`config.mk`:
```
export PLATFORM = sky130hd
export DESIGN_NAME = dedup_set_table_unit
export DESIGN_NICKNAME = d
export VERILOG_FILES = /design/src/hdl/dst_pkg.sv /design/src/hdl/dst_key_ram.sv /design/src/hdl/dedup_set_table_unit.sv
export SDC_FILE = /design/constraint.sdc
export NUM_CORES = 1
export LEC_CHECK = 0
export BUFFER_PORTS_ARGS = -buffer_cell sky130_fd_sc_hd__buf_2
export CELL_PAD_IN_SITES_DETAIL_PLACEMENT = 0
export CELL_PAD_IN_SITES_GLOBAL_PLACEMENT = 2
export CORE_MARGIN = 4
export CORE_UTILIZATION = 40
export DETAILED_ROUTE_END_ITERATION = 7
export PLACE_DENSITY_LB_ADDON = 0.1
export RECOVER_POWER = 25
export SLEW_MARGIN = 30
export SYNTH_ARGS = -nofsm -noshare
export SYNTH_HDL_FRONTEND = slang
export SYNTH_HIERARCHICAL = 1
export SYNTH_SLANG_ARGS = --single-unit
```
`constraint.sdc`:
```
create_clock -name clk -period 6.9 [get_ports clk]
set_input_delay 0 -clock clk [delete_from_list [all_inputs] [get_ports clk]]
set_output_delay 0 -clock clk [all_outputs]
set_load 0.02 [all_outputs]
```
`src/hdl/dst_pkg.sv`:
```
// dst_pkg: shared types and codes for the dedup set table.
// Holds the request/response item structs, request and status codes, and FSM states.
// No dependencies.
`default_nettype none

package dst_pkg;

  // Default sizing handed to the top level parameters
  localparam int DEPTH_DEF    = 16;
  localparam int KEY_BITS_DEF = 32;

  // Fixed field widths of the item interface
  localparam int REQ_TYPE_W = 3;
  localparam int KEY_W      = 32;
  localparam int INDEX_W    = 4;
  localparam int STATUS_W   = 3;
  localparam int VALUE_W    = 32;
  localparam int COUNT_W    = 5;

  // Request codes
  localparam logic [REQ_TYPE_W-1:0] REQ_INSERT = 3'd0;
  localparam logic [REQ_TYPE_W-1:0] REQ_QUERY  = 3'd1;
  localparam logic [REQ_TYPE_W-1:0] REQ_POP    = 3'd2;
  localparam logic [REQ_TYPE_W-1:0] REQ_CLEAR  = 3'd3;
  localparam logic [REQ_TYPE_W-1:0] REQ_READ   = 3'd4;

  // Status codes
  localparam logic [STATUS_W-1:0] ST_OK    = 3'd0;
  localparam logic [STATUS_W-1:0] ST_DUP   = 3'd1;
  localparam logic [STATUS_W-1:0] ST_FULL  = 3'd2;
  localparam logic [STATUS_W-1:0] ST_EMPTY = 3'd3;
  localparam logic [STATUS_W-1:0] ST_RANGE = 3'd4;

  typedef struct packed {
    logic [REQ_TYPE_W-1:0] req_type;
    logic [KEY_W-1:0]      key;
    logic [INDEX_W-1:0]    index;
  } req_t;

  typedef struct packed {
    logic [STATUS_W-1:0] status;
    logic                found;
    logic [VALUE_W-1:0]  read_value;
    logic [COUNT_W-1:0]  count;
  } rsp_t;

  typedef enum logic [1:0] {
    S_IDLE,
    S_SCAN,
    S_READ,
    S_FIN
  } state_t;

endpackage

`default_nettype wire

```
`src/hdl/dst_key_ram.sv`:
```
// dst_key_ram: key storage for the dedup set table.
// One write port, one read port with registered read data. No dependencies.
`default_nettype none

module dst_key_ram #(
  parameter int DEPTH     = 16,
  parameter int WIDTH     = 32,
  parameter int ADDR_BITS = (DEPTH > 1) ? $clog2(DEPTH) : 1
) (
  input  wire logic                 clk,
  input  wire logic                 we,
  input  wire logic [ADDR_BITS-1:0] wr_addr,
  input  wire logic [WIDTH-1:0]     wr_data,
  input  wire logic [ADDR_BITS-1:0] rd_addr,
  output logic      [WIDTH-1:0]     rd_data
);

  logic [WIDTH-1:0] mem [DEPTH];

  // Write port
  always_ff @(posedge clk) begin
    if (we) begin
      mem[wr_addr] <= wr_data;
    end
  end

  // Registered read port
  always_ff @(posedge clk) begin
    rd_data <= mem[rd_addr];
  end

endmodule

`default_nettype wire

```
`src/hdl/dedup_set_table_unit.sv`:
```
// dedup_set_table_unit: top level of the dedup set table.
// Depends on dst_pkg and dst_key_ram.
//
// A bounded set of up to DEPTH keys kept in insertion order, stored in a single-port-read
// RAM and searched one entry per cycle. One item is in work at a time: req_ready is high
// only while the sequencer is idle. Insert and query read the stored entries one per
// cycle through the RAM read port and compare each against the key, stopping early on a
// match, and then pass to the finishing step. Read by index makes one RAM read before
// the finishing step; pop, clear and unused codes go straight to it. In every case
// req_ready returns in the cycle the result appears. The result sits in an output
// register, so a new item is accepted while the previous result still waits; the
// finishing step stalls only if that register is still full. There is no clearing pass
// after reset: only entries below the count ever reach a compare or a result.
`default_nettype none

module dedup_set_table_unit
  import dst_pkg::*;
#(
  parameter int DEPTH    = DEPTH_DEF,
  parameter int KEY_BITS = KEY_BITS_DEF
) (
  input  wire logic clk,
  input  wire logic rst,
  input  wire logic req_valid,
  output logic      req_ready,
  input  wire req_t req,
  output logic      rsp_valid,
  input  wire logic rsp_ready,
  output rsp_t      rsp
);

  localparam int AW = (DEPTH > 1) ? $clog2(DEPTH) : 1;
  localparam int CW = $clog2(DEPTH + 1);
  localparam int IW = (CW > INDEX_W) ? CW : INDEX_W;

  // Sequencer and control registers
  state_t              state, state_next;
  logic [CW-1:0]       cnt, cnt_next;
  logic [CW-1:0]       ptr, ptr_next;
  logic                hit, hit_next;
  logic                cmp_vld, cmp_vld_next;
  logic                rsp_valid_q;
  logic                rsp_valid_next;

  // Latched request payload
  logic [REQ_TYPE_W-1:0] op, op_next;
  logic [KEY_BITS-1:0]   key_q, key_next;
  logic [INDEX_W-1:0]    idx_q, idx_next;
  rsp_t                  rsp_q, rsp_next;

  // RAM interface
  logic                mem_we;
  logic [AW-1:0]       rd_addr;
  logic [KEY_BITS-1:0] rd_data;

  // Datapath helpers
  logic          match;
  logic          issue;
  logic [IW-1:0] idx_ext;
  logic [IW-1:0] cnt_ext;
  logic          in_range;

  dst_key_ram #(
    .DEPTH     (DEPTH),
    .WIDTH     (KEY_BITS),
    .ADDR_BITS (AW)
  ) u_ram (
    .clk     (clk),
    .we      (mem_we),
    .wr_addr (cnt[AW-1:0]),
    .wr_data (key_q),
    .rd_addr (rd_addr),
    .rd_data (rd_data)
  );

  assign idx_ext  = IW'(idx_q);
  assign cnt_ext  = IW'(cnt);
  assign in_range = idx_ext < cnt_ext;

  // Shared compare: RAM data from the read issued last cycle against the key
  assign match = cmp_vld && (rd_data == key_q);
  assign issue = (ptr < cnt) && !hit && !match;

  assign rsp_valid = rsp_valid_q;
  assign rsp       = rsp_q;

  // Control state
  always_ff @(posedge clk) begin
    if (rst) begin
      state       <= S_IDLE;
      cnt         <= '0;
      ptr         <= '0;
      hit         <= 1'b0;
      cmp_vld     <= 1'b0;
      rsp_valid_q <= 1'b0;
    end else begin
      state       <= state_next;
      cnt         <= cnt_next;
      ptr         <= ptr_next;
      hit         <= hit_next;
      cmp_vld     <= cmp_vld_next;
      rsp_valid_q <= rsp_valid_next;
    end
  end

  // Payload registers
  always_ff @(posedge clk) begin
    op    <= op_next;
    key_q <= key_next;
    idx_q <= idx_next;
    rsp_q <= rsp_next;
  end

  // Sequencer: next state, RAM control and result formation
  always_comb begin
    state_next     = state;
    cnt_next       = cnt;
    ptr_next       = ptr;
    hit_next       = hit;
    cmp_vld_next   = 1'b0;
    rsp_valid_next = rsp_valid_q && !rsp_ready;
    rsp_next       = rsp_q;
    op_next        = op;
    key_next       = key_q;
    idx_next       = idx_q;
    mem_we         = 1'b0;
    req_ready      = 1'b0;
    rd_addr        = (op == REQ_READ) ? idx_ext[AW-1:0] : ptr[AW-1:0];

    case (state)
      S_IDLE: begin
        req_ready = 1'b1;
        if (req_valid) begin
          op_next  = req.req_type;
          key_next = KEY_BITS'(req.key);
          idx_next = req.index;
          ptr_next = '0;
          hit_next = 1'b0;
          if (req.req_type == REQ_INSERT || req.req_type == REQ_QUERY) begin
            state_next = S_SCAN;
          end else if (req.req_type == REQ_READ) begin
            state_next = S_READ;
          end else begin
            state_next = S_FIN;
          end
        end
      end

      // One RAM read issued and one compare retired per cycle
      S_SCAN: begin
        hit_next = hit || match;
        if (issue) begin
          cmp_vld_next = 1'b1;
          ptr_next     = ptr + CW'(1);
        end else begin
          state_next = S_FIN;
        end
      end

      // Read data for the indexed entry lands next cycle
      S_READ: begin
        state_next = S_FIN;
      end

      // Commit the update and load the result register once it is free
      S_FIN: begin
        if (!rsp_valid_q || rsp_ready) begin
          rsp_next.status     = ST_OK;
          rsp_next.found      = 1'b0;
          rsp_next.read_value = '0;
          case (op)
            REQ_INSERT: begin
              if (hit) begin
                rsp_next.status = ST_DUP;
              end else if (cnt == CW'(DEPTH)) begin
                rsp_next.status = ST_FULL;
              end else begin
                mem_we   = 1'b1;
                cnt_next = cnt + CW'(1);
              end
            end
            REQ_QUERY: begin
              rsp_next.found = hit;
            end
            REQ_POP: begin
              if (cnt == '0) begin
                rsp_next.status = ST_EMPTY;
              end else begin
                cnt_next = cnt - CW'(1);
              end
            end
            REQ_CLEAR: begin
              cnt_next = '0;
            end
            REQ_READ: begin
              if (in_range) begin
                rsp_next.read_value = VALUE_W'(rd_data);
              end else begin
                rsp_next.status = ST_RANGE;
              end
            end
            default: begin
            end
          endcase
          rsp_next.count = COUNT_W'(cnt_next);
          rsp_valid_next = 1'b1;
          state_next     = S_IDLE;
        end
      end

      default: begin
        state_next = S_IDLE;
      end
    endcase
  end

endmodule

`default_nettype wire

```
## Word-level counts from Yosys, hierarchy flattened

Memories as Yosys holds them, arrays and structs flattened. A register that Yosys moved wholly into a read port is not among the register bits.
Index checks and enable logic that the tools add are counted.

- Bits in registers: 95
- Memory bits (writable): 512
- Output and inout bits: 43
- Word-level logic and storage cells: 90
- Memories kept: 1

Memories:

| name | words | width | read ports | clocked after memory_dff | wr ports | line | RTL |
|---|---|---|---|---|---|---|---|
| u_ram.mem | 16 | 32 | 1 | 1 | 1 | dst_key_ram.sv:18 | `logic [WIDTH-1:0] mem [DEPTH];` |

- Add/subtract/negate cells: 3
- $lt $le $gt $ge: 2
- Eq/ne operators: 15
- Mux-type cells: 32
- Bitwise gates (word level): 1
- Reduce and logical (&&, ||, !) cells: 23

Operators by type and width:

| operator | number |
|---|---|
| 32-bit equality test | 1 |
| 5-bit 2-to-1 mux | 5 |
| 5-bit case mux with 3 select lines | 1 |
| 2-bit 2-to-1 mux | 7 |
| 1-bit 2-to-1 mux | 13 |
| 5-bit by 1-bit adder with 5-bit output (second input constant) | 2 |
| 5-bit case mux with 2 select lines | 1 |
| 3-bit case mux with 3 select lines | 1 |
| 2-bit inequality test (second input constant) | 4 |
| 2-bit case mux with 4 select lines | 1 |
| 2-bit AND reduction | 4 |
| 3-bit by 1-bit equality test with 1-bit output (second input constant) | 2 |
| 3-bit by 2-bit equality test with 1-bit output (second input constant) | 2 |
| 3-bit equality test (second input constant) | 2 |
| 3-bit zero test | 2 |
| 3-bit AND reduction | 2 |
| 5-bit equality test (second input constant) | 1 |
| 5-bit zero test | 1 |
| 4-bit by 5-bit less-than comparator with 1-bit output | 1 |
| 5-bit less-than comparator | 1 |
| 5-bit by 1-bit subtractor with 5-bit output (second input constant) | 1 |
| 2-bit equality test (second input constant) | 2 |
| 1-bit logical AND | 4 |
| 1-bit zero test | 4 |
| other kinds (9) | 11 |

## Longest topological paths before layout

Gate-level depths: netlist of run 1.

- Word-level depth: 8
- Mapped depth: 9

## Cells and area by module

The synthesis of run 1 kept the hierarchy.

By module, submodules not included:

| module | times used | cells an instance | area an instance (um^2) | seq. area each (um^2) |
|---|---|---|---|---|
| dst_key_ram | 1 | 838 | 19,835.3 | 16,015.4 |
| dedup_set_table_unit | 1 | 331 | 4,259.1 | 2,702.6 |

## Least setup slack after synthesis of run 1

Ideal clock, no wire load.

- Path type: register to register
- Start: register state[0]
- End: memory u_ram.mem[0][0], enable pin
- Arrival time: 5.087 ns
- Data required time: 6.439 ns
- Slack: 1.352 ns
- Cell stages (with the launch flop): 8
- Clock period less this slack: 5.548 ns
- Cell sequence: dfxtp_1 > ha_1 > nor2b_1 > clkbuf_1 > nand2_1 > nor2_1 > or3b_2 > nor3_1

- Longest elaborated chain between the ends: 4

RTL lines:

| what | line | RTL |
|---|---|---|
| start: declaration | dedup_set_table_unit.sv:37 | `state_t state, state_next;` |
| start signal: assignment | dedup_set_table_unit.sv:97 | `state <= state_next;` |
| 2-bit equality test | dedup_set_table_unit.sv:130 | `case (state)` |
| 1-bit 2-to-1 mux | dedup_set_table_unit.sv:130 |  |
| named net mem_we | dedup_set_table_unit.sv:52 | `logic mem_we;` |
| 1-bit 2-to-1 mux | dst_key_ram.sv:22 | `if (we) begin` |
| 1-bit 2-to-1 mux (implied by the code) | dst_key_ram.sv:23 | `mem[wr_addr] <= wr_data;` |
| end: declaration | dst_key_ram.sv:18 |  |

The timed path passes the listed nets, and every way through them passes these cells.

## Worst setup path after layout of run 1

- Start: register op[1]
- End: register u_ram.rd_data[9] (read register of u_ram.mem)

- Longest elaborated chain between the ends: 2

RTL lines:

| what | line | RTL |
|---|---|---|
| start: declaration | dedup_set_table_unit.sv:46 | `logic [REQ_TYPE_W-1:0] op, op_next;` |
| start signal: assignment | dedup_set_table_unit.sv:108 | `op <= op_next;` |
| 3-bit equality test | dedup_set_table_unit.sv:128 | `rd_addr = (op == REQ_READ) ? idx_ext[AW-1:0] : ptr[AW-1:0];` |
| 4-bit 2-to-1 mux | dedup_set_table_unit.sv:128 |  |
| named net rd_addr[0] | dedup_set_table_unit.sv:53 | `logic [AW-1:0] rd_addr;` |
| end: declaration | dst_key_ram.sv:15 | `output logic [WIDTH-1:0] rd_data` |

The timed path passes the listed nets, and every way through them passes these cells.
A chain may end at the register's enable or synchronous reset.

==> flow_summary.toml, run 1 <==
[synth]
synth_top_family_by_area = "multiplexers"
muxShareOfSynthArea_pct = 12.4
synth_fa_ha_area_share_pct = 0.675
dominantRegCellSynth = "sky130_fd_sc_hd__edfxtp_1"
netlist-cell-type-count = 52
synthXorXnorAreaFrac_pct = 1.16
postSynthNetCount = 1225
synth.yosys.seq_area_share_pct = 77.7
yosysWarnings = 6
syn-mean-instance-area_um2 = 20.6
cells_after_synthesis = 1169
synth_edf_count = 592
synth-compound-area-share_pct = 3.24
ys_seq_elements = 639
asr_flop_ratio_synth_pct = 0
post_synth_and_or_nand_nor_area_fraction_pct = 3.65
synth_area_um2 = 24100

[sta]
worst_slew_pin_tran_ns = 0.871
slew_viol_final = 0
period_share_pct = 53.9
finalWorstPathRequiredPeriod_ns = 3.72
slew_limit_headroom_pct = 42.0
timing.fmax_mhz = 269
timing.setup.tns_ns = 0
report.final.hold_viol_count = 0
rsz0062_at_grt = "false"
final-setup-viol-count = 0
clock_skew_ns = 0.0274

[power]
power_per_cell_area_nw_per_um2 = 328
internal_power_w = 0.00698
maximum_vdd_drop_uv = 178
p_leak_nw = 9.00
net-switching-power_w = 0.00227
power.switching_fraction_pct = 24.5
sequentialPowerShare_pct = 52.3
share_comb_of_total_power_pct = 9.7
clkPwrFrac_pct = 38.0

[worst_setup_path]
worst_path_most_repeated_cell = "sky130_fd_sc_hd__nand2_1"
critical_path_arrival_ns = 4.18
critical_path_buf_inv_count = 1
crit_path_start_kind = "flop"
worst_endpoint_required_time_ns = 7.36
critPathTopFamily = "multiplexers"
endpoint_kind = "flop"
timing_worst_setup_path_type = "reg -> reg"
critical_path.max_stage_delay_ns = 0.88
r2r_cells = 7
reg_to_reg_start = "op[1]$_DFFE_PP_"
critical_path_cell_list = "nor2_1, nand2_1, mux2_8, buf_4, mux4_2, a22oi_1, nand2_1"
worst-r2r-setup-slack_ns = 3.18
worstSetupPathDepth = 7
critPathSlowestCell = "sky130_fd_sc_hd__mux2_8"
reg2reg_to = "u_ram/rd_data[9]$_DFF_P_"
critical_path.max_fanout = 66

[cts]
numCtsBuffers = 68
hold_buffers = 42
root_buffer = "sky130_fd_sc_hd__clkbuf_16"
clkLatencyLatePin_ns = 0.60
htreeDepth = 3
cts-resized-gates = 0
postCtsSetupRepairBufs = 0
clk_path_buf_depth = 3
worst_setup_hold_path_clk_slew_ns = 0.06
cts.sink_count = 639
cts_tree = "done"

[route]
remaining_drc_errors = 0
dr_total_vias = 11900
firstDrtPassIters = 5
dr.first_iter.drc_count = 877
wl_per_cell_um = 27.0
dr_vias_cell = 5.47
detail-route-antenna-nets = 0
wl_mm = 58.4

[final_layout]
mostFrequentLayoutCell = "sky130_fd_sc_hd__edfxtp_1"
syn2layout_area_growth_pct = 17.0
finish.net_count = 1393
finalCoreUtilization_pct = 47.5
num_antenna_cells = 0
drive_gt1_share_pct = 25.9
final_cell_mix = "sky130_fd_sc_hd__edfxtp_1, sky130_fd_sc_hd__mux4_2, sky130_fd_sc_hd__buf_2"

[hold_path]
whs_path_depth = 2
worst_hold_check_path_type = "in -> reg"
min_delay_worst_endpoint = "key_q[11]$_DFFE_PP_"
hold_startpoint = "req[15]"

[placement]
globalplace.congestion = 0.712
count_of_buffers_inserted_at_the_top_level_ports = 85
detailed_place_hpwl_mm = 29.0

[floorplan]
dieHeight_um = 253
placement_rows = 89
initial_core_util_pct = 40.6
core_region_area_um2 = 59400
chipWidth_um = 253
die_area_um2 = 64200
pin_count = 86

[global_routing]
gr_usage_total_pct = 18.5
grt_pass1_vias = 12200
number_of_antenna_violations_at_the_first_check_in_global_routing = 1
met2_usage_pct = 29.2
first_pass_grt_wire_length_mm = 85.4
grt.met1_usage_pct = 27.5
use_met3_pct = 2.89
grt.overflow.total = 0
gr-max-usage-layer = "met2"
grt_start_max_net_pins = 78

[run_status]
outcome = "finished, final reports clean"

[job]
max_cap_viol_count = 0
==> worst reg2reg max path: stages, from the launching register on <==
cell and delay (ns):
sky130_fd_sc_hd__edfxtp_1 0.60, sky130_fd_sc_hd__nor2_1 0.17, sky130_fd_sc_hd__nand2_1 0.24, sky130_fd_sc_hd__mux2_8 0.88
sky130_fd_sc_hd__buf_4 0.80, sky130_fd_sc_hd__mux4_2 0.63, sky130_fd_sc_hd__a22oi_1 0.20, sky130_fd_sc_hd__nand2_1 0.07
==> cell families after synthesis <==
| group | count (synthesis) |
|---|---|
| muxes | 137 |
| buffers and inverters | 67 |
| and+or+nand+nor | 174 |
| AOI/OAI and AO/OA | 107 |
| adders and majority gates | 13 |
| xor gates and xnor gates | 32 |
| DFF | 639 |
==> sequential cells by signal, indices dropped and copies added (netlist names), 3 cells and up <==
name and count:
u_ram/rd_data 32, op 3, idx_q 4, u_ram/mem 512, ptr 5, key_q 32
cnt 5, rsp 41
==> cell type report <==
class / count / area (um^2)
Inverter: 12 / 45.0
Clock buffer: 94 / 1930
Timing Repair Buffer: 153 / 1030
Sequential cell: 639 / 18700
Fill cell: 4964 / 31200
Clock inverter: 31 / 223
Multi-Input combinational cell: 463 / 5270
Tap cell: 773 / 967
==> power by group through the flow <==
| stage | Combinational [W] | Clock, W | Sequential [W] |
|---|---|---|---|
| detailed placement | 0.000903 | 0 | 0.00493 |
| CTS | 0.000924 | 0.00361 | 0.00485 |
| global placement | 0.000905 | 0 | 0.00492 |
| floorplan | 0.000575 | 0 | 0.00484 |
| finish | 0.000897 | 0.00351 | 0.00484 |
| global route | 0.000978 | 0.00378 | 0.00488 |
==> layer usage <==
layer	vias to the layer above	share of wire [%]
met1	6383	46
li1	5117	-
met2	279	47
met4	0	1.6
met3	71	4.8
met5	-	0
==> worst max-delay path by stage <==
stage,from,end,slack [ns]
detailed placement,op[1]$_DFFE_PP_,u_ram/rd_data[11]$_DFF_P_,3.05
CTS,op[1]$_DFFE_PP_,u_ram/rd_data[8]$_DFF_P_,3.04
floorplan,state[0]$_SDFFE_PP0P_,u_ram/mem[0][0]$_DFFE_PP_,1.35
finish,op[1]$_DFFE_PP_,u_ram/rd_data[9]$_DFF_P_,3.18
global route,op[1]$_DFFE_PP_,u_ram/rd_data[9]$_DFF_P_,2.78
global placement,op[1]$_DFFE_PP_,u_ram/rd_data[4]$_DFF_P_,3.06
==> through the flow <==
stage               instance area [um^2]  setup slack [ns]  total power (W)  hold WS [ns]  std cells
floorplan                          24100              1.35          0.00541        0.0989       1169
global placement                   25600              3.06          0.00582         0.176       1998
detailed placement                 25600              3.05          0.00583         0.178       1998
CTS                                28200              3.04          0.00939        0.0646       2165
global route                       28200              2.78          0.00964         0.106       2165
finish                             28200              3.18          0.00925         0.109       2165
==> synthesized netlist by cell type (11+ instances only) <==
| cell type | n | share of area, % |
|---|---|---|
| sky130_fd_sc_hd__a22oi_1 | 66 | 2.1 |
| sky130_fd_sc_hd__edfxtp_1 | 592 | 74 |
| sky130_fd_sc_hd__and2_1 | 34 | 0.88 |
| sky130_fd_sc_hd__mux4_2 | 128 | 12 |
| sky130_fd_sc_hd__nand2_1 | 44 | 0.69 |
| sky130_fd_sc_hd__clkbuf_1 | 28 | 0.44 |
| sky130_fd_sc_hd__a21oi_1 | 14 | 0.29 |
| sky130_fd_sc_hd__nor2_1 | 37 | 0.58 |
| sky130_fd_sc_hd__inv_1 | 11 | 0.17 |
| sky130_fd_sc_hd__ha_1 | 13 | 0.68 |
| sky130_fd_sc_hd__nor3_1 | 14 | 0.29 |
| sky130_fd_sc_hd__dfxtp_1 | 47 | 3.9 |
| sky130_fd_sc_hd__xor2_1 | 31 | 1.1 |
Note: power is estimated with default switching activity, not from simulation.
==> run 2, diff against run 1 <==
--- a/config.mk
+++ b/config.mk
@@ -5,11 +5,12 @@
 export SDC_FILE = /design/constraint.sdc
 export NUM_CORES = 1
 export LEC_CHECK = 0
+export ABC_AREA = 1
 export BUFFER_PORTS_ARGS = -buffer_cell sky130_fd_sc_hd__buf_2
 export CELL_PAD_IN_SITES_DETAIL_PLACEMENT = 0
 export CELL_PAD_IN_SITES_GLOBAL_PLACEMENT = 2
 export CORE_MARGIN = 4
-export CORE_UTILIZATION = 40
+export CORE_UTILIZATION = 37
 export DETAILED_ROUTE_END_ITERATION = 7
 export PLACE_DENSITY_LB_ADDON = 0.1
 export RECOVER_POWER = 25
==> constraint.sdc (replaced) <==
create_clock -name clk -period 3.38 [get_ports clk]
set_input_delay 0 -clock clk [delete_from_list [all_inputs] [get_ports clk]]
set_output_delay 0 -clock clk [all_outputs]
set_load 0.02 [all_outputs]
==> flow_summary.toml, run 2 <==
[sta]
timing.fmax_mhz = 337
report.final.hold_viol_count = 0
slew_limit_headroom_pct = 39.8
worst_slew_pin_tran_ns = 0.904
finalWorstPathRequiredPeriod_ns = 2.97
timing.setup.tns_ns = 0
rsz0062_at_grt = "false"
final-setup-viol-count = 0
period_share_pct = 87.8
worst_hold_slack_ns = 0.106
clock_skew_ns = 0.0135
slew_viol_final = 0

[worst_setup_path]
crit_path_start_kind = "flop"
reg2reg_to = "u_ram/mem[7][14]$_DFFE_PP_"
critPathSlowestCell = "sky130_fd_sc_hd__dfxtp_1"
worstSetupStartpoint = "cnt[0]$_SDFFE_PP0P_"
worstSetupPathDepth = 10
worst-r2r-setup-slack_ns = 0.41
critical_path_cell_list = "inv_1, ha_1, nand2_4, nor2_4, nand2_1, nand3_1, nor2_1, nand3b_1, nor2_4, buf_4"
critical_path.max_fanout = 23
cp-endpoint = "u_ram/mem[7][14]$_DFFE_PP_"
worst_path_most_repeated_cell = "sky130_fd_sc_hd__nor2_4"
critical_path_buf_inv_count = 2
timing_worst_setup_path_type = "reg -> reg"
critical_path_arrival_ns = 3.22
reg_to_reg_start = "cnt[0]$_SDFFE_PP0P_"
worst_endpoint_required_time_ns = 3.63
critical_path.max_stage_delay_ns = 0.50
r2r_cells = 10
endpoint_kind = "flop"
critPathTopFamily = "simple AND/OR/NAND/NOR gates"

[global_routing]
first_pass_grt_wire_length_mm = 110
gr_usage_total_pct = 18.6
grt_pass1_vias = 17500
number_of_antenna_violations_at_the_first_check_in_global_routing = 2
grt_start_max_net_pins = 129
grt.overflow.total = 0

[floorplan]
pin_count = 86
dieHeight_um = 279
initial_core_util_pct = 37.4
placement_rows = 99
chipWidth_um = 279
die_area_um2 = 78100
core_region_area_um2 = 73000

[cts]
root_buffer = "sky130_fd_sc_hd__clkbuf_16"
clk_path_buf_depth = 3
cts.sink_count = 639
htreeDepth = 3
clkLatencyLatePin_ns = 0.61
postCtsSetupRepairBufs = 0
cts_tree = "done"
numCtsBuffers = 75
worst_setup_hold_path_clk_slew_ns = 0.06

[synth]
yosysWarnings = 6
synth.largest_area_cell = "sky130_fd_sc_hd__edfxtp_1"
netlist-cell-type-count = 38
synth.top_cells.by_count = "sky130_fd_sc_hd__nand2_1, sky130_fd_sc_hd__edfxtp_1, sky130_fd_sc_hd__inv_1"
synth.yosys.seq_area_share_pct = 68.7
synth.top_cells.by_area = "sky130_fd_sc_hd__edfxtp_1, sky130_fd_sc_hd__nand2_1, sky130_fd_sc_hd__nand3_1"
synth_area_um2 = 27300
dominantRegCellSynth = "sky130_fd_sc_hd__edfxtp_1"
postSynthNetCount = 2635
synth.most_common_cell = "sky130_fd_sc_hd__nand2_1"
cells_after_synthesis = 2579
syn-mean-instance-area_um2 = 10.6
asr_flop_ratio_synth_pct = 0
synth_edf_count = 592
synthDominantCellAreaShare_pct = 65.2
ys_seq_elements = 639

[final_layout]
mostFrequentLayoutCell = "sky130_fd_sc_hd__nand2_1"
syn2layout_area_growth_pct = 17.3
num_antenna_cells = 0
drive_gt1_share_pct = 10.7
final-instance-count-excl-fill = 3756
finalCoreUtilization_pct = 43.8
final_cell_mix = "sky130_fd_sc_hd__nand2_1, sky130_fd_sc_hd__edfxtp_1, sky130_fd_sc_hd__inv_1"
largest_reg_flops = 512
largest_register = "u_ram/mem"
finish.net_count = 2792
final_layout_fill_cell_count = 6783

[power]
p_leak_nw = 13.4
maximum_vdd_drop_uv = 432
power_per_cell_area_nw_per_um2 = 738

[route]
wl_mm = 72.7
dr_total_vias = 17600
remaining_drc_errors = 0
firstDrtPassIters = 5
dr_vias_cell = 4.69
dr.first_iter.drc_count = 1040
wl_per_cell_um = 19.4
detail-route-antenna-nets = 0

[run_status]
outcome = "finished, final reports clean"

[placement]
count_of_buffers_inserted_at_the_top_level_ports = 85
placedCellCount = 3575
detailed_place_hpwl_mm = 41.0
globalplace.congestion = 0.752

[job]
max_cap_viol_count = 0

[hold_path]
worst_hold_check_path_type = "in -> reg"
## run 2: changes by cell type in the layout (fill, tap and decap cells not counted), sizes merged, moves of 28 or more
cell / previous run / this run
a22oi: 66 / 0
and2: 34 / 0
buf: 102 / 130
inv: 16 / 480
mux4: 128 / 0
nand2: 44 / 773
nand3: 8 / 405
nor2: 37 / 89
## run 2: logic make-up (layout without fill, tap and decap cells)
logic type	after synthesis	in the layout	synth area share (%)
simple gates	1277	1277	19.9
flops	639	639	68.7
buf+inv	583	801	9.29
compound gates	52	52	1.10
xor+xnor	15	15	0.482
fa+ha+maj	13	13	0.597
## run 2: layout make-up
| cell class | instances | area [um^2] | area share (%) |
|---|---|---|---|
| clock buffer | 94 | 1970 | 6.15 |
| clock inverter | 44 | 572 | 1.79 |
| inverter | 473 | 1790 | 5.60 |
| multi-input combinational | 1357 | 6170 | 19.3 |
| sequential | 639 | 18700 | 58.5 |
| tap | 959 | 1200 | 3.75 |
| timing repair buffer | 190 | 1580 | 4.92 |
## run 2: per-layer routing
layer	up-vias	global-route usage (%)	share of wire, %
met4	0	4.50	1.4
met2	277	31.3	48
met5	-	0	0
met1	8594	25.9	47
met3	72	2.48	3.7
li1	8669	-	-
## run 2: worst reg2reg max path, stage by stage (launching register included)
cell and delay [ns]:
sky130_fd_sc_hd__dfxtp_1 0.50, sky130_fd_sc_hd__inv_1 0.15, sky130_fd_sc_hd__ha_1 0.28, sky130_fd_sc_hd__nand2_4 0.09, sky130_fd_sc_hd__nor2_4 0.04, sky130_fd_sc_hd__nand2_1 0.11
sky130_fd_sc_hd__nand3_1 0.12, sky130_fd_sc_hd__nor2_1 0.34, sky130_fd_sc_hd__nand3b_1 0.38, sky130_fd_sc_hd__nor2_4 0.19, sky130_fd_sc_hd__buf_4 0.39
## run 2: timing repair
item	in CTS	in global routing
gates resized for setup	0	0
endpoints found under the hold margin	54	0
hold buffers	43	0
## run 2: power breakdown
group | internal [W] | switching (W) | leakage (nW)
clock network | 0.00514 | 0.00322 | 1.24
registers | 0.00942 | 0.000485 | 5.74
logic | 0.00156 | 0.00377 | 6.41
total | 0.0161 | 0.00748 | 13.4
## run 2: worst min-delay path by stage
| stage | to | depth (start not counted) | slack (ns) | start |
|---|---|---|---|---|
| after global routing | key_q[31]$_DFFE_PP_ | 2 | 0.09 | req[35] |
| final | key_q[2]$_DFFE_PP_ | 2 | 0.11 | req[6] |
| after CTS | key_q[2]$_DFFE_PP_ | 2 | 0.05 | req[6] |
| after floorplan | idx_q[0]$_DFFE_PP_ | 0 | 0.1 | req[0] |
| after global placement | key_q[27]$_DFFE_PP_ | 1 | 0.18 | req[31] |
| after detailed placement | key_q[2]$_DFFE_PP_ | 1 | 0.18 | req[6] |
## run 2: through the flow
stage / area [um^2] / total power [W] / setup WS (ns)
2_1_floorplan: 27300 / 0.0135 / 0.143
3_3_place_gp: 29100 / 0.0155 / 0.488
3_5_place_dp: 29100 / 0.0155 / 0.384
4_1_cts: 32000 / 0.0240 / 0.374
5_1_grt: 32000 / 0.0249 / 0.190
6_report: 32000 / 0.0236 / 0.413
